==> config.mk <==
export PLATFORM = sky130hd
export DESIGN_NAME = assembly_source_tokenizer_top_flat
export DESIGN_NICKNAME = d
export VERILOG_FILES = /design/src/rtl/core/ast_pkg.sv /design/src/rtl/core/ast_if.sv /design/src/rtl/core/ast_step.sv /design/src/rtl/core/assembly_source_tokenizer_top.sv /design/src/flat_wrapper.sv
export SDC_FILE = /design/constraint.sdc
export NUM_CORES = 2
export LEC_CHECK = 0
export BUFFER_PORTS_ARGS = -buffer_cell sky130_fd_sc_hd__buf_2
export CORE_MARGIN = 8
export CORE_UTILIZATION = 60
export DETAILED_ROUTE_END_ITERATION = 8
export HOLD_SLACK_MARGIN = 0.06
export PLACE_DENSITY = 0.77
export SLEW_MARGIN = 20
export SYNTH_ARGS = -nofsm -noshare
export SYNTH_HDL_FRONTEND = slang
export SYNTH_SLANG_ARGS = --single-unit
==> constraint.sdc <==
create_clock -name i_clk -period 38.7 [get_ports i_clk]
set_clock_uncertainty 0.2 [all_clocks]
set_input_delay 11.61 -clock i_clk [delete_from_list [all_inputs] [get_ports i_clk]]
set_output_delay 11.61 -clock i_clk [all_outputs]
set_load 0.02 [all_outputs]
==> src/rtl/core/ast_pkg.sv <==
// Shared constants, codes and helpers of the assembly source tokenizer.
`timescale 1ns / 1ps
`default_nettype none
package ast_pkg;

    // Default sizes
    localparam int DEF_OFFSET_BITS    = 32;
    localparam int DEF_LENGTH_BITS    = 16;
    localparam int DEF_LINE_BITS      = 24;
    localparam int DEF_NUM_SCAN_CHARS = 63;

    localparam int KIND_BITS = 5;
    localparam int COL_BITS  = 16;
    localparam int VAL_BITS  = 64;

    // Pending token modes
    localparam logic [3:0] M_IDLE    = 4'd0;
    localparam logic [3:0] M_CR      = 4'd1;
    localparam logic [3:0] M_COMMENT = 4'd2;
    localparam logic [3:0] M_LT      = 4'd3;
    localparam logic [3:0] M_GT      = 4'd4;
    localparam logic [3:0] M_STRING  = 4'd5;
    localparam logic [3:0] M_NUMBER  = 4'd6;
    localparam logic [3:0] M_IDENT   = 4'd7;

    // Token kinds
    localparam logic [4:0] K_END     = 5'd0;
    localparam logic [4:0] K_NEWLINE = 5'd1;
    localparam logic [4:0] K_COMMENT = 5'd2;
    localparam logic [4:0] K_STAR    = 5'd3;
    localparam logic [4:0] K_SINGLE0 = 5'd4;
    localparam logic [4:0] K_LSHIFT  = 5'd18;
    localparam logic [4:0] K_RSHIFT  = 5'd19;
    localparam logic [4:0] K_ERROR   = 5'd20;
    localparam logic [4:0] K_STRING  = 5'd21;
    localparam logic [4:0] K_NUMBER  = 5'd22;
    localparam logic [4:0] K_IDENT   = 5'd23;

    // Radix select
    localparam logic [1:0] R_DEC = 2'd0;
    localparam logic [1:0] R_HEX = 2'd1;
    localparam logic [1:0] R_BIN = 2'd2;
    localparam logic [1:0] R_OCT = 2'd3;

    // Characters
    localparam logic [7:0] C_LF     = 8'h0A;
    localparam logic [7:0] C_CR     = 8'h0D;
    localparam logic [7:0] C_TAB    = 8'h09;
    localparam logic [7:0] C_SPACE  = 8'h20;
    localparam logic [7:0] C_SEMI   = 8'h3B;
    localparam logic [7:0] C_STAR   = 8'h2A;
    localparam logic [7:0] C_LT     = 8'h3C;
    localparam logic [7:0] C_GT     = 8'h3E;
    localparam logic [7:0] C_DQUOTE = 8'h22;
    localparam logic [7:0] C_SQUOTE = 8'h27;
    localparam logic [7:0] C_DOLLAR = 8'h24;
    localparam logic [7:0] C_PCT    = 8'h25;
    localparam logic [7:0] C_AT     = 8'h40;
    localparam logic [7:0] C_UNDER  = 8'h5F;
    localparam logic [7:0] C_LOW_X  = 8'h78;
    localparam logic [7:0] C_UP_X   = 8'h58;

    // Kind of a single-character operator; K_END when c is none of them
    function automatic logic [4:0] f_single(input logic [7:0] c);
        logic [4:0] k;
        case (c)
            8'h2E:   k = K_SINGLE0;           // .
            8'h3A:   k = K_SINGLE0 + 5'd1;    // :
            8'h2C:   k = K_SINGLE0 + 5'd2;    // ,
            8'h23:   k = K_SINGLE0 + 5'd3;    // #
            8'h28:   k = K_SINGLE0 + 5'd4;    // (
            8'h29:   k = K_SINGLE0 + 5'd5;    // )
            8'h2B:   k = K_SINGLE0 + 5'd6;    // +
            8'h2D:   k = K_SINGLE0 + 5'd7;    // -
            8'h2F:   k = K_SINGLE0 + 5'd8;    // /
            8'h26:   k = K_SINGLE0 + 5'd9;    // &
            8'h7C:   k = K_SINGLE0 + 5'd10;   // |
            8'h5E:   k = K_SINGLE0 + 5'd11;   // ^
            8'h7E:   k = K_SINGLE0 + 5'd12;   // ~
            8'h3D:   k = K_SINGLE0 + 5'd13;   // =
            default: k = K_END;
        endcase
        return k;
    endfunction

    function automatic logic f_is_digit(input logic [7:0] c);
        return (c >= 8'h30) && (c <= 8'h39);
    endfunction

    function automatic logic f_is_alpha(input logic [7:0] c);
        return ((c >= 8'h61) && (c <= 8'h7A)) || ((c >= 8'h41) && (c <= 8'h5A));
    endfunction

    // Digit value, 63 for bytes that are no digit in any radix
    function automatic logic [5:0] f_digit(input logic [7:0] c);
        logic [5:0] d;
        if (f_is_digit(c)) begin
            d = 6'(c - 8'h30);
        end else if ((c >= 8'h61) && (c <= 8'h7A)) begin
            d = 6'(c - 8'h57);
        end else if ((c >= 8'h41) && (c <= 8'h5A)) begin
            d = 6'(c - 8'h37);
        end else begin
            d = 6'd63;
        end
        return d;
    endfunction

endpackage
`default_nettype wire

==> src/rtl/core/ast_if.sv <==
// Handshake interfaces for source bytes and tokens.
`timescale 1ns / 1ps
`default_nettype none
interface ast_in_if;
    logic       valid;
    logic       ready;
    logic [7:0] ch;
    logic       end_of_text;
    modport source (output valid, ch, end_of_text, input ready);
    modport sink   (input valid, ch, end_of_text, output ready);
endinterface

interface ast_tok_if
    import ast_pkg::*;
#(
    parameter int OFFSET_BITS = DEF_OFFSET_BITS,
    parameter int LENGTH_BITS = DEF_LENGTH_BITS,
    parameter int LINE_BITS   = DEF_LINE_BITS
);
    logic                       valid;
    logic                       ready;
    logic [KIND_BITS-1:0]       kind;
    logic [OFFSET_BITS-1:0]     start_offset;
    logic [LENGTH_BITS-1:0]     token_length;
    logic [LINE_BITS-1:0]       line_number;
    logic [COL_BITS-1:0]        column;
    logic signed [VAL_BITS-1:0] number_value;
    logic                       last_of_run;
    modport source (output valid, kind, start_offset, token_length, line_number, column,
                    number_value, last_of_run, input ready);
    modport sink   (input valid, kind, start_offset, token_length, line_number, column,
                    number_value, last_of_run, output ready);
endinterface
`default_nettype wire

==> src/rtl/core/ast_step.sv <==
// Lexer state and the combinational step that turns one byte into up to two tokens.
`timescale 1ns / 1ps
`default_nettype none
module ast_step
    import ast_pkg::*;
#(
    parameter int OFFSET_BITS    = DEF_OFFSET_BITS,
    parameter int LENGTH_BITS    = DEF_LENGTH_BITS,
    parameter int LINE_BITS      = DEF_LINE_BITS,
    parameter int NUM_SCAN_CHARS = DEF_NUM_SCAN_CHARS,
    localparam int TW = KIND_BITS + OFFSET_BITS + LENGTH_BITS + LINE_BITS + COL_BITS
                        + VAL_BITS + 1
)(
    input  wire logic          i_clk,
    input  wire logic          i_rst_n,
    input  wire logic          i_valid,
    input  wire logic [7:0]    i_ch,
    input  wire logic          i_eot,
    output logic [1:0]         o_cnt,
    output logic [TW-1:0]      o_tok0,
    output logic [TW-1:0]      o_tok1
);

    localparam int SCW = $clog2(NUM_SCAN_CHARS + 1);
    localparam logic [COL_BITS-1:0] COL_MAX = '1;

    // Token word: kind, start, length, line, column, value, last flag in bit 0
    function automatic logic [TW-1:0] f_tok(
        input logic [KIND_BITS-1:0]   k,
        input logic [OFFSET_BITS-1:0] s,
        input logic [LENGTH_BITS-1:0] l,
        input logic [LINE_BITS-1:0]   ln,
        input logic [COL_BITS-1:0]    cl,
        input logic [VAL_BITS-1:0]    v
    );
        return {k, s, l, ln, cl, v, 1'b0};
    endfunction

    // State
    logic [3:0]             r_mode, n_mode;
    logic [OFFSET_BITS-1:0] r_tstart, n_tstart;
    logic [LENGTH_BITS-1:0] r_tlen, n_tlen;
    logic [LINE_BITS-1:0]   r_tline, n_tline;
    logic [COL_BITS-1:0]    r_tcol, n_tcol;
    logic [OFFSET_BITS-1:0] r_off, n_off;
    logic [LINE_BITS-1:0]   r_line, n_line;
    logic [COL_BITS-1:0]    r_col, n_col;
    logic                   r_aft_nl, n_aft_nl;
    logic [1:0]             r_radix, n_radix;
    logic [VAL_BITS-1:0]    r_accum, n_accum;
    logic                   r_stop, n_stop;
    logic                   r_sat, n_sat;
    logic                   r_dq, n_dq;
    logic [SCW-1:0]         r_scan, n_scan;
    logic [1:0]             r_didx, n_didx;

    logic [TW-1:0]          toks [2];
    logic [1:0]             cnt;
    logic                   fresh;
    logic                   feed;
    logic                   skip;
    logic [4:0]             fl_kind;
    logic                   fl_ok;
    logic [4:0]             sk;
    logic [SCW-1:0]         idx;
    logic [5:0]             dig;
    logic [5:0]             rad;
    logic [VAL_BITS+3:0]    prod;
    logic                   is_x;

    always_comb begin
        n_mode = r_mode;  n_tstart = r_tstart; n_tlen = r_tlen; n_tline = r_tline;
        n_tcol = r_tcol;  n_off = r_off;       n_line = r_line; n_col = r_col;
        n_aft_nl = r_aft_nl; n_radix = r_radix; n_accum = r_accum; n_stop = r_stop;
        n_sat = r_sat;    n_dq = r_dq;         n_scan = r_scan; n_didx = r_didx;
        toks[0] = '0; toks[1] = '0;
        cnt = 2'd0; fresh = 1'b1; feed = 1'b0; skip = 1'b0;
        idx = '0; dig = '0; rad = '0; prod = '0;
        is_x = (i_ch == C_LOW_X) || (i_ch == C_UP_X);
        sk = f_single(i_ch);

        // What a flush of the pending token emits
        fl_ok = 1'b1;
        case (r_mode)
            M_CR:          fl_kind = K_NEWLINE;
            M_COMMENT:     fl_kind = K_COMMENT;
            M_LT, M_GT:    fl_kind = K_ERROR;
            M_STRING:      fl_kind = K_STRING;
            M_NUMBER:      fl_kind = K_NUMBER;
            M_IDENT:       fl_kind = K_IDENT;
            default: begin
                fl_kind = K_END;
                fl_ok = 1'b0;
            end
        endcase

        if (i_eot) begin
            // Flush, end token, back to reset state
            if (fl_ok) begin
                toks[0] = f_tok(fl_kind, r_tstart, r_tlen, r_tline, r_tcol,
                                (r_mode == M_NUMBER) ? r_accum : '0);
                cnt = 2'd1;
            end
            toks[cnt[0]] = f_tok(K_END, r_off, '0, r_line, r_col, '0);
            cnt = cnt + 2'd1;
            fresh = 1'b0;
            n_mode = M_IDLE; n_tstart = '0; n_tlen = '0; n_tline = LINE_BITS'(1);
            n_tcol = COL_BITS'(1); n_off = '0; n_line = LINE_BITS'(1);
            n_col = COL_BITS'(1); n_aft_nl = 1'b1; n_radix = R_DEC; n_accum = '0;
            n_stop = 1'b0; n_sat = 1'b0; n_dq = 1'b0; n_scan = '0; n_didx = '0;
        end else begin
            // Continue the pending token, or flush it
            case (r_mode)
                M_CR: begin
                    if (i_ch == C_LF) begin
                        toks[0] = f_tok(K_NEWLINE, r_tstart, LENGTH_BITS'(2), r_tline,
                                        r_tcol, '0);
                        cnt = 2'd1;
                        n_mode = M_IDLE;
                        n_off = r_off + OFFSET_BITS'(1);
                        fresh = 1'b0;
                    end
                end
                M_COMMENT: begin
                    if (i_ch != C_LF) fresh = 1'b0;
                end
                M_LT, M_GT: begin
                    if (i_ch == ((r_mode == M_LT) ? C_LT : C_GT)) begin
                        toks[0] = f_tok((r_mode == M_LT) ? K_LSHIFT : K_RSHIFT, r_tstart,
                                        LENGTH_BITS'(2), r_tline, r_tcol, '0);
                        cnt = 2'd1;
                        n_mode = M_IDLE;
                        n_off = r_off + OFFSET_BITS'(1);
                        n_col = (r_col != COL_MAX) ? r_col + COL_BITS'(1) : r_col;
                        fresh = 1'b0;
                    end
                end
                M_STRING: begin
                    if (i_ch == (r_dq ? C_DQUOTE : C_SQUOTE)) begin
                        toks[0] = f_tok(K_STRING, r_tstart, r_tlen, r_tline, r_tcol, '0);
                        cnt = 2'd1;
                        n_mode = M_IDLE;
                        n_off = r_off + OFFSET_BITS'(1);
                        n_col = (r_col != COL_MAX) ? r_col + COL_BITS'(1) : r_col;
                        fresh = 1'b0;
                    end else if (i_ch != C_LF) begin
                        fresh = 1'b0;
                    end
                end
                M_NUMBER, M_IDENT: begin
                    if (f_is_alpha(i_ch) || f_is_digit(i_ch) || i_ch == C_UNDER) begin
                        fresh = 1'b0;
                        feed = (r_mode == M_NUMBER);
                    end
                end
                default: ;
            endcase

            // Token grows by this byte
            if (!fresh && cnt == 2'd0) begin
                n_tlen = (r_tlen != '1) ? r_tlen + LENGTH_BITS'(1) : r_tlen;
                n_off  = r_off + OFFSET_BITS'(1);
                n_col  = (r_col != COL_MAX) ? r_col + COL_BITS'(1) : r_col;
            end

            // Byte opens a token
            if (fresh) begin
                if (fl_ok) begin
                    toks[0] = f_tok(fl_kind, r_tstart, r_tlen, r_tline, r_tcol,
                                    (r_mode == M_NUMBER) ? r_accum : '0);
                    cnt = 2'd1;
                end
                n_mode = M_IDLE; n_tstart = r_off; n_tlen = LENGTH_BITS'(1);
                n_tline = r_line; n_tcol = r_col;
                n_off = r_off + OFFSET_BITS'(1);
                n_col = (r_col != COL_MAX) ? r_col + COL_BITS'(1) : r_col;
                if (i_ch == C_LF || i_ch == C_CR) begin
                    if (i_ch == C_LF) begin
                        toks[cnt[0]] = f_tok(K_NEWLINE, r_off, LENGTH_BITS'(1), r_line,
                                             r_col, '0);
                        cnt = cnt + 2'd1;
                    end else begin
                        n_mode = M_CR;
                    end
                    n_line = (r_line != '1) ? r_line + LINE_BITS'(1) : r_line;
                    n_col = COL_BITS'(1);
                end else if (i_ch == C_SPACE || i_ch == C_TAB) begin
                    n_mode = M_IDLE;
                end else if (i_ch == C_SEMI || (i_ch == C_STAR && r_aft_nl)) begin
                    n_mode = M_COMMENT;
                end else if (i_ch == C_STAR || sk != K_END) begin
                    toks[cnt[0]] = f_tok((i_ch == C_STAR) ? K_STAR : sk, r_off,
                                         LENGTH_BITS'(1), r_line, r_col, '0);
                    cnt = cnt + 2'd1;
                end else if (i_ch == C_LT) begin
                    n_mode = M_LT;
                end else if (i_ch == C_GT) begin
                    n_mode = M_GT;
                end else if (i_ch == C_DQUOTE || i_ch == C_SQUOTE) begin
                    n_mode = M_STRING;
                    n_dq = (i_ch == C_DQUOTE);
                    n_tstart = r_off + OFFSET_BITS'(1);
                    n_tcol = (r_col != COL_MAX) ? r_col + COL_BITS'(1) : r_col;
                    n_tlen = '0;
                end else if (i_ch == C_DOLLAR || i_ch == C_PCT || i_ch == C_AT ||
                             f_is_digit(i_ch)) begin
                    n_mode = M_NUMBER; n_radix = R_DEC; n_accum = '0; n_stop = 1'b0;
                    n_sat = 1'b0; n_scan = '0; n_didx = '0;
                    feed = 1'b1;
                end else if (f_is_alpha(i_ch) || i_ch == C_UNDER) begin
                    n_mode = M_IDENT;
                end else begin
                    toks[cnt[0]] = f_tok(K_ERROR, r_off, LENGTH_BITS'(1), r_line, r_col,
                                         '0);
                    cnt = cnt + 2'd1;
                end
            end

            // Number digit accumulation, strtoull style
            if (feed && n_scan < SCW'(NUM_SCAN_CHARS)) begin
                idx = n_scan;
                n_scan = n_scan + SCW'(1);
                if (idx == '0) begin
                    n_didx = 2'd0;
                    skip = 1'b1;
                    if (i_ch == C_DOLLAR)    n_radix = R_HEX;
                    else if (i_ch == C_PCT)  n_radix = R_BIN;
                    else if (i_ch == C_AT)   n_radix = R_OCT;
                    else begin
                        n_radix = R_DEC;
                        skip = 1'b0;
                    end
                end else if (idx == SCW'(1) && n_radix == R_DEC && !n_stop &&
                             n_accum == '0 && is_x) begin
                    n_radix = R_HEX;
                    n_didx = 2'd0;
                    skip = 1'b1;
                end
                if (!skip && !n_stop) begin
                    if (n_radix == R_HEX && n_didx == 2'd1 && n_accum == '0 && is_x) begin
                        n_didx = 2'd2;
                    end else begin
                        dig = f_digit(i_ch);
                        case (n_radix)
                            R_HEX: begin
                                rad = 6'd16;
                                prod = {n_accum, 4'b0};
                            end
                            R_BIN: begin
                                rad = 6'd2;
                                prod = {3'b0, n_accum, 1'b0};
                            end
                            R_OCT: begin
                                rad = 6'd8;
                                prod = {1'b0, n_accum, 3'b0};
                            end
                            default: begin
                                rad = 6'd10;
                                prod = {1'b0, n_accum, 3'b0} + {3'b0, n_accum, 1'b0};
                            end
                        endcase
                        prod = prod + (VAL_BITS+4)'(dig);
                        if (dig >= rad) begin
                            n_stop = 1'b1;
                        end else begin
                            if (!n_sat) begin
                                if (prod[VAL_BITS+3:VAL_BITS] != 4'd0) begin
                                    n_sat = 1'b1;
                                    n_accum = '1;
                                end else begin
                                    n_accum = prod[VAL_BITS-1:0];
                                end
                            end
                            if (n_didx != 2'd3) n_didx = n_didx + 2'd1;
                        end
                    end
                end
            end

            n_aft_nl = (i_ch == C_LF) || (i_ch == C_CR);
        end

        // Mark the last token of this byte
        if (cnt != 2'd0) toks[cnt[0] ^ 1'b1][0] = 1'b1;
    end

    assign o_cnt  = i_valid ? cnt : 2'd0;
    assign o_tok0 = toks[0];
    assign o_tok1 = toks[1];

    // State update on each registered byte
    always_ff @(posedge i_clk) begin
        if (!i_rst_n) begin
            r_mode <= M_IDLE; r_tstart <= '0; r_tlen <= '0; r_tline <= LINE_BITS'(1);
            r_tcol <= COL_BITS'(1); r_off <= '0; r_line <= LINE_BITS'(1);
            r_col <= COL_BITS'(1); r_aft_nl <= 1'b1; r_radix <= R_DEC; r_accum <= '0;
            r_stop <= 1'b0; r_sat <= 1'b0; r_dq <= 1'b0; r_scan <= '0; r_didx <= '0;
        end else if (i_valid) begin
            r_mode <= n_mode; r_tstart <= n_tstart; r_tlen <= n_tlen; r_tline <= n_tline;
            r_tcol <= n_tcol; r_off <= n_off; r_line <= n_line; r_col <= n_col;
            r_aft_nl <= n_aft_nl; r_radix <= n_radix; r_accum <= n_accum;
            r_stop <= n_stop; r_sat <= n_sat; r_dq <= n_dq; r_scan <= n_scan;
            r_didx <= n_didx;
        end
    end

endmodule
`default_nettype wire

==> src/rtl/core/assembly_source_tokenizer_top.sv <==
// Top level of the assembly source tokenizer: input register, lexer step, token queue.
//
// Usage:
//   i_in carries one source word per handshake: a byte in ch, or end_of_text = 1
//   to close the text. o_tok carries one token word per handshake: kind,
//   start offset, length, line, column, number value and last_of_run, which
//   marks the last token that one input word produced (zero, one or two).
//   A token caused by an accepted word passes the input register and is then
//   written to the token queue, from which it is offered. Throughput: one input
//   word per cycle while the token side keeps up; the lexer step runs once per
//   cycle between the input register and an eight-entry token queue, so a word
//   that yields two tokens is offered as two token words.
//   i_in.ready is high while the queued tokens plus two for a word still in the
//   input register number at most four; when the receiver stalls, tokens wait
//   in the queue and input stalls once that count passes four.
//   Reset (synchronous, active low) empties the queue and returns the lexer to
//   the start of a text: offset 0, line 1, column 1. After an end word the
//   lexer is at the start of a new text again.
`timescale 1ns / 1ps
`default_nettype none
module assembly_source_tokenizer_top
    import ast_pkg::*;
#(
    parameter int OFFSET_BITS    = DEF_OFFSET_BITS,
    parameter int LENGTH_BITS    = DEF_LENGTH_BITS,
    parameter int LINE_BITS      = DEF_LINE_BITS,
    parameter int NUM_SCAN_CHARS = DEF_NUM_SCAN_CHARS
)(
    input  wire logic i_clk,
    input  wire logic i_rst_n,
    ast_in_if.sink    i_in,
    ast_tok_if.source o_tok
);

    localparam int TW    = KIND_BITS + OFFSET_BITS + LENGTH_BITS + LINE_BITS + COL_BITS
                           + VAL_BITS + 1;
    localparam int DEPTH = 8;
    localparam int AW    = $clog2(DEPTH);

    // Input register
    logic       r_v;
    logic [7:0] r_ch;
    logic       r_eot;
    logic       in_acc;

    // Token queue
    logic [TW-1:0] r_q [DEPTH];
    logic [AW-1:0] r_wp, r_rp;
    logic [AW:0]   r_cnt;
    logic [1:0]    push;
    logic          pop;
    logic [TW-1:0] tok0, tok1, head;

    assign in_acc     = i_in.valid && i_in.ready;
    assign i_in.ready = (r_cnt + (r_v ? (AW+1)'(2) : (AW+1)'(0))) <= (AW+1)'(DEPTH - 4);

    always_ff @(posedge i_clk) begin
        if (!i_rst_n) begin
            r_v <= 1'b0;
        end else begin
            r_v <= in_acc;
        end
    end

    always_ff @(posedge i_clk) begin
        if (in_acc) begin
            r_ch  <= i_in.ch;
            r_eot <= i_in.end_of_text;
        end
    end

    ast_step #(
        .OFFSET_BITS    (OFFSET_BITS),
        .LENGTH_BITS    (LENGTH_BITS),
        .LINE_BITS      (LINE_BITS),
        .NUM_SCAN_CHARS (NUM_SCAN_CHARS)
    ) u_step (
        .i_clk   (i_clk),
        .i_rst_n (i_rst_n),
        .i_valid (r_v),
        .i_ch    (r_ch),
        .i_eot   (r_eot),
        .o_cnt   (push),
        .o_tok0  (tok0),
        .o_tok1  (tok1)
    );

    // Queue write, one or two words per cycle
    always_ff @(posedge i_clk) begin
        if (push != 2'd0) r_q[r_wp] <= tok0;
        if (push == 2'd2) r_q[r_wp + AW'(1)] <= tok1;
    end

    assign pop = o_tok.valid && o_tok.ready;

    always_ff @(posedge i_clk) begin
        if (!i_rst_n) begin
            r_wp  <= '0;
            r_rp  <= '0;
            r_cnt <= '0;
        end else begin
            r_wp  <= r_wp + AW'(push);
            r_rp  <= r_rp + AW'(pop);
            r_cnt <= r_cnt + (AW+1)'(push) - (AW+1)'(pop);
        end
    end

    // Head of queue drives the token port
    assign head               = r_q[r_rp];
    assign o_tok.valid        = (r_cnt != '0);
    assign {o_tok.kind, o_tok.start_offset, o_tok.token_length, o_tok.line_number,
            o_tok.column, o_tok.number_value, o_tok.last_of_run} = head;

endmodule
`default_nettype wire
==> src/flat_wrapper.sv <==
// flat-port wrapper written by rule: the top's interface ports become plain ports
module assembly_source_tokenizer_top_flat import ast_pkg::*;
#(
    parameter int OFFSET_BITS    = DEF_OFFSET_BITS,
    parameter int LENGTH_BITS    = DEF_LENGTH_BITS,
    parameter int LINE_BITS      = DEF_LINE_BITS,
    parameter int NUM_SCAN_CHARS = DEF_NUM_SCAN_CHARS
)
  (i_clk, i_rst_n, i_in_valid, i_in_ch, i_in_end_of_text, i_in_ready, o_tok_valid, o_tok_kind, o_tok_start_offset, o_tok_token_length, o_tok_line_number, o_tok_column, o_tok_number_value, o_tok_last_of_run, o_tok_ready);
  ast_in_if i_in_i ();
  ast_tok_if #(.OFFSET_BITS(OFFSET_BITS), .LENGTH_BITS(LENGTH_BITS), .LINE_BITS(LINE_BITS)) o_tok_i ();
  input  wire logic i_clk;
  input  wire logic i_rst_n;
  input wire logic [$bits(i_in_i.valid)-1:0] i_in_valid;
  input wire logic [$bits(i_in_i.ch)-1:0] i_in_ch;
  input wire logic [$bits(i_in_i.end_of_text)-1:0] i_in_end_of_text;
  output wire logic [$bits(i_in_i.ready)-1:0] i_in_ready;
  output wire logic [$bits(o_tok_i.valid)-1:0] o_tok_valid;
  output wire logic [$bits(o_tok_i.kind)-1:0] o_tok_kind;
  output wire logic [$bits(o_tok_i.start_offset)-1:0] o_tok_start_offset;
  output wire logic [$bits(o_tok_i.token_length)-1:0] o_tok_token_length;
  output wire logic [$bits(o_tok_i.line_number)-1:0] o_tok_line_number;
  output wire logic [$bits(o_tok_i.column)-1:0] o_tok_column;
  output wire logic [$bits(o_tok_i.number_value)-1:0] o_tok_number_value;
  output wire logic [$bits(o_tok_i.last_of_run)-1:0] o_tok_last_of_run;
  input wire logic [$bits(o_tok_i.ready)-1:0] o_tok_ready;
  assign i_in_i.valid = i_in_valid;
  assign i_in_i.ch = i_in_ch;
  assign i_in_i.end_of_text = i_in_end_of_text;
  assign i_in_ready = i_in_i.ready;
  assign o_tok_valid = o_tok_i.valid;
  assign o_tok_kind = o_tok_i.kind;
  assign o_tok_start_offset = o_tok_i.start_offset;
  assign o_tok_token_length = o_tok_i.token_length;
  assign o_tok_line_number = o_tok_i.line_number;
  assign o_tok_column = o_tok_i.column;
  assign o_tok_number_value = o_tok_i.number_value;
  assign o_tok_last_of_run = o_tok_i.last_of_run;
  assign o_tok_i.ready = o_tok_ready;
  assembly_source_tokenizer_top #(.OFFSET_BITS(OFFSET_BITS), .LENGTH_BITS(LENGTH_BITS), .LINE_BITS(LINE_BITS), .NUM_SCAN_CHARS(NUM_SCAN_CHARS)) u_core (.i_clk(i_clk), .i_rst_n(i_rst_n), .i_in(i_in_i), .o_tok(o_tok_i));
endmodule
---- Word-level counts from Yosys, hierarchy flattened ----
Memory sizes are Yosys's and may differ from the RTL's. A register that Yosys moved wholly into a read port is not among the register bits.
Cells that the tools add are included.
word-level totals
  bits in registers ....................... 262
  bits in writable memories ............... 1264
  output and inout port bits .............. 160
  memories ................................ 1
operators by class
  add/subtract/negate cells ............... 19
  magnitude comparators ................... 15
  equality and inequality tests ........... 62
  muxes and demuxes ....................... 287
  bitwise operators ....................... 5
  reductions and logical operators ........ 63
memories
  memory      words  bits a word  read ports  clocked after Yosys merged registers in  wr ports  line                                 source
  u_core.r_q  8      158          1           1                                        2         assembly_source_tokenizer_top.sv:47  logic [TW-1:0] r_q [DEPTH];
operator list
  kind                   number
  $mux 316               13
  $mux 158               9
  $bwmux 316             4
  $mux 64                18
  $mux 32                15
  $demux 158 s1          3
  $pmux 158 s3           1
  $mux 16                20
  $or 316x316->316       1
  $mux 68                4
  $pmux 68 s3            1
  $eq 8x6->1 const B     20
  $mux 154               1
  $mux 24                6
  $mux 6                 23
  $mux 2                 58
  $pmux 32 s3            1
  $mux 1                 86
  $pmux 5 s14            1
  $add 67x65->68         1
  $add 68x6->68          1
  $logic_not 64->1       1
  $eq 8x7->1 const B     7
  $add 16x1->16 const B  2
  other kinds (64)       154

---- Logic depth before layout (Yosys ltp) ----
  depth in word-level cells ............... 40
  depth in mapped cells ................... 48
  depth with buffers taken out ............ 33

---- Hierarchy ----
A second synthesis with hierarchy kept.
unflattened totals
  cell total of the unflattened synthesis .. 6824
  area, all modules ....................... 87805.5 µm²
by module, submodules not included
  module                         instances  cells an instance  area an instance (µm²)  sequential area each (µm²)
  assembly_source_tokenizer_top  1          3325               63209.4                 38446.9
  ast_step                       1          3499               24596.1                 4824.6

---- Worst setup path before layout ----
No wires, ideal clock.
  path kind ............................... register -> register
  start point ............................. reg u_core.r_ch[1]
  end point ............................... mem u_core.r_q[0][0] (netlist name), enable pin
  library setup time ...................... 907 ps
  arrival time ............................ 15501 ps
  data required time ...................... 37593 ps
  setup slack ............................. 22092 ps
  stages on the path, launching flop included .. 18
  path through ............................ edfxtp_1 > inv_1 > ha_1 > buf_2 > or4b_1 > a311oi_1 > o32a_1 > o21ai_0 > inv_1 > ha_1 > nand2_1 > nor3_1 > o211ai_1 > a21oi_1 > o21ai_0 > o21ai_0 > nand2b_1 > o31ai_1
RTL lines
  element                 line                                 source
  start, declared         assembly_source_tokenizer_top.sv:42  logic [7:0] r_ch;
  start signal, assigned  assembly_source_tokenizer_top.sv:67  r_ch <= i_in.ch;
  end, declared           assembly_source_tokenizer_top.sv:47

==> out/metrics.cfg <==
[global_routing]
use_met2_pct = 53.7
grt_use_total_pct = 34.3
grt_pass1_vias = 60900
grt-ovfl-total = 0
globalRouteMet3Util_pct = 7.49
gr-max-usage-layer = met2
grt_max_degree = 121
antenna_found_initial = 5
grt_pass1_wl_mm = 386
use_met1_pct = 47.3

[sta]
rsz0062_at_grt = false
finalCriticalPeriod_ps = 17130
period_share_pct = 44.3
fin_setup_tns_ps = 0
max_freq_mhz = 58.4
worst_pin_slew_ps = 1230
relSlewSlack_pct = 18.2
hold_viol = 0
setup_viol = 0
slew_violations = 0

[cts]
postCtsSetupRepairBufs = 0
clkTransAtPathRegs_ps = 60
ctsHoldBuffers = 0
clk_latency_ps = 810
clkSinkCount = 1525
htree_levels = 4
numCtsBuffers = 156
cts_resized = 0
cts_buffer_depth = 3
cts-root-buf = clkbuf_16
cts_tree = done

[floorplan]
start_util_pct = 60.3
die_x_um = 382
die_h_um = 382
die-area_um2 = 146000
row_count = 134
io_pins = 173
core_area_um2 = 133000

[yosys]
syn_area_um2 = 80400
syn_inst = 7359
async_flop_share_pct = 0
ys_ff_latch = 1525
synth_fp_nets = 7482
syn_avg_cell_area_um2 = 10.9
ys_warn_count = 0
synth_edf_count = 1273
yosys_most_used_dff = edfxtp_1
yosysUniqueCellTypes = 107
ys_seq_area_share_pct = 53.8

[setup_path]
criticalPathCategory = flop to output port
cp-end-kind = output port
rr_worst_depth = 35
reg2reg_slack_ps = 26840
worstPathRequired_ps = 26890
r2r_end = u_core.u_step.r_accum[11]
cp_max_fo = 67
worstSetupStartpointType = flop
rr_startpoint = u_core.r_ch[1]
critical_path_arrival_ps = 5320

[worst_hold_path]
min_path_cells = 2
hp-class = flop to flop
min_from = u_core.u_step.r_tstart[14]
holdPathEnd = u_core.u_step.r_tstart[14]

[place]
post_dp_cell_area_um2 = 82500
gp_congestion = 1.03
io_buffers = 172
place_hpwl_mm = 162

[cells_and_area]
final_common_cell = nor2_1
final_cell_mix = nor2_1, edfxtp_1, a21oi_1, nand2_1, mux4_2
layout-drive-gt1-share_pct = 15.4
layout.nets = 7345
final_area_um2 = 87800
syn_to_final_growth_pct = 9.11

[routing]
ant_nets = 0
drtIter0Drc = 9520
wirelength_mm = 259
drc = 0
dr.pass1.iters = 9
viasPerCell = 6.94
route.vias.total = 63300
wire_per_inst_um = 28.4

[power_and_ir_drop]
total_leakage_power_nw = 33.1
ir_drop_v = 0.0000494
power_density_nw_per_um2 = 49.8

[flow_run]
drv_cap = 0

[outcome]
outcome = completed

==> where the power goes <==
part	internal (W)	switching, W	leakage (nW)
Sequential	0.00183	0.0000425	14.6
Clock	0.000869	0.000654	2.49
Combinational	0.000363	0.000616	16.1
Total	0.00306	0.00131	33.1
==> routing by layer <==
metal	vias up	share of wire [%]
met5	-	0.0054
met4	2	4.0
met3	680	13
met2	4707	46
met1	30900	37
li1	27000	-
==> synthesized netlist by cell type (all sizes together), types with 52 or more instances <==
cell type	number	share of area, %
xnor2	84	0.91
a21oi	771	4.8
nor3	77	0.48
and2	148	1.2
nand3	145	0.91
a21o	57	0.53
mux4	316	8.8
o21ai	256	1.6
buf	78	0.45
nor2	1472	6.9
nand4	80	0.63
nand2	538	2.5
clkbuf	553	2.7
edfxtp	1273	48
mux2	163	2.3
dfxtp	252	6.3
a222oi	52	0.65
inv	59	0.28
a221oi	62	0.68
o2bb2ai	98	1.1
ha	106	1.6
xor2	112	1.2
==> registers in the layout (all words and copies together) (netlist names), 4 cells and up <==
signal / count
u_core.u_step.r_tlen: 16
u_core.u_step.r_scan: 6
u_core.u_step.r_off: 32
u_core.u_step.r_line: 24
u_core.u_step.r_tcol: 16
u_core.r_cnt: 4
u_core.r_q: 1264
u_core.u_step.r_accum: 64
u_core.u_step.r_tline: 24
u_core.r_ch: 8
u_core.u_step.r_col: 16
u_core.u_step.r_tstart: 32
==> how the worst max path moves through the flow <==
stage | startpoint | endpoint | slack (ps) | cells after the start
finish | u_core.r_rp[1] | o_tok_number_value[10] | 21570 | 6
global route | u_core.r_rp[0] | o_tok_number_value[26] | 21440 | 6
CTS | u_core.r_rp[0] | o_tok_number_value[26] | 21640 | 6
detailed placement | u_core.r_rp[0] | o_tok_number_value[31] | 22550 | 6
global placement | u_core.r_rp[0] | o_tok_number_value[26] | 22610 | 6
floorplan | u_core.r_ch[1] | u_core.r_q[0][0] | 22090 | 17
==> cell type report <==
cell class / instances / area, um2
flip-flops and latches: 1525 / 43300
repair buffers: 336 / 2100
multi-input cells: 5143 / 34800
diodes: 3 / 7.51
clock inverters: 78 / 957
fillers: 9703 / 45500
well taps: 1768 / 2210
inverters: 60 / 225
clock buffers: 206 / 4180
==> metrics by stage <==
stage | hold WS (ps) | power (W) | setup WS, ps | util [%] | std cells
2_1_floorplan | 225 | 0.00257 | 22090 | - | 7359
3_3_place_gp | 238 | 0.00285 | 22610 | 61.9 | 8811
3_5_place_dp | 243 | 0.00286 | 22550 | 61.9 | 8817
4_1_cts | 257 | 0.00437 | 21640 | 65.8 | 9101
5_1_grt | 283 | 0.00449 | 21440 | 65.8 | 9117
6_report | 259 | 0.00437 | 21570 | 65.8 | 9119
==> cells by family (layout without fill, tap and decap cells) <==
kind of cell	after synthesis	in the layout	synth area share, %
other	0	3	0
DFF	1525	1525	53.8
AOI/OAI and AO/OA	1610	1610	12.6
muxes	506	506	11.5
buffers and inverters	691	680	3.40
xor gates and xnor gates	196	196	2.13
adders and majority gates	110	110	1.75
and+or+nand+nor	2721	2721	14.9
==> critical path: stages (launching register included) <==
cell and delay [ps]:
dfxtp_4 850, buf_4 920, buf_4 770, buf_4 800
mux4_2 450, mux2_2 320, buf_2 170
Power figures use the tool's default switching activity.
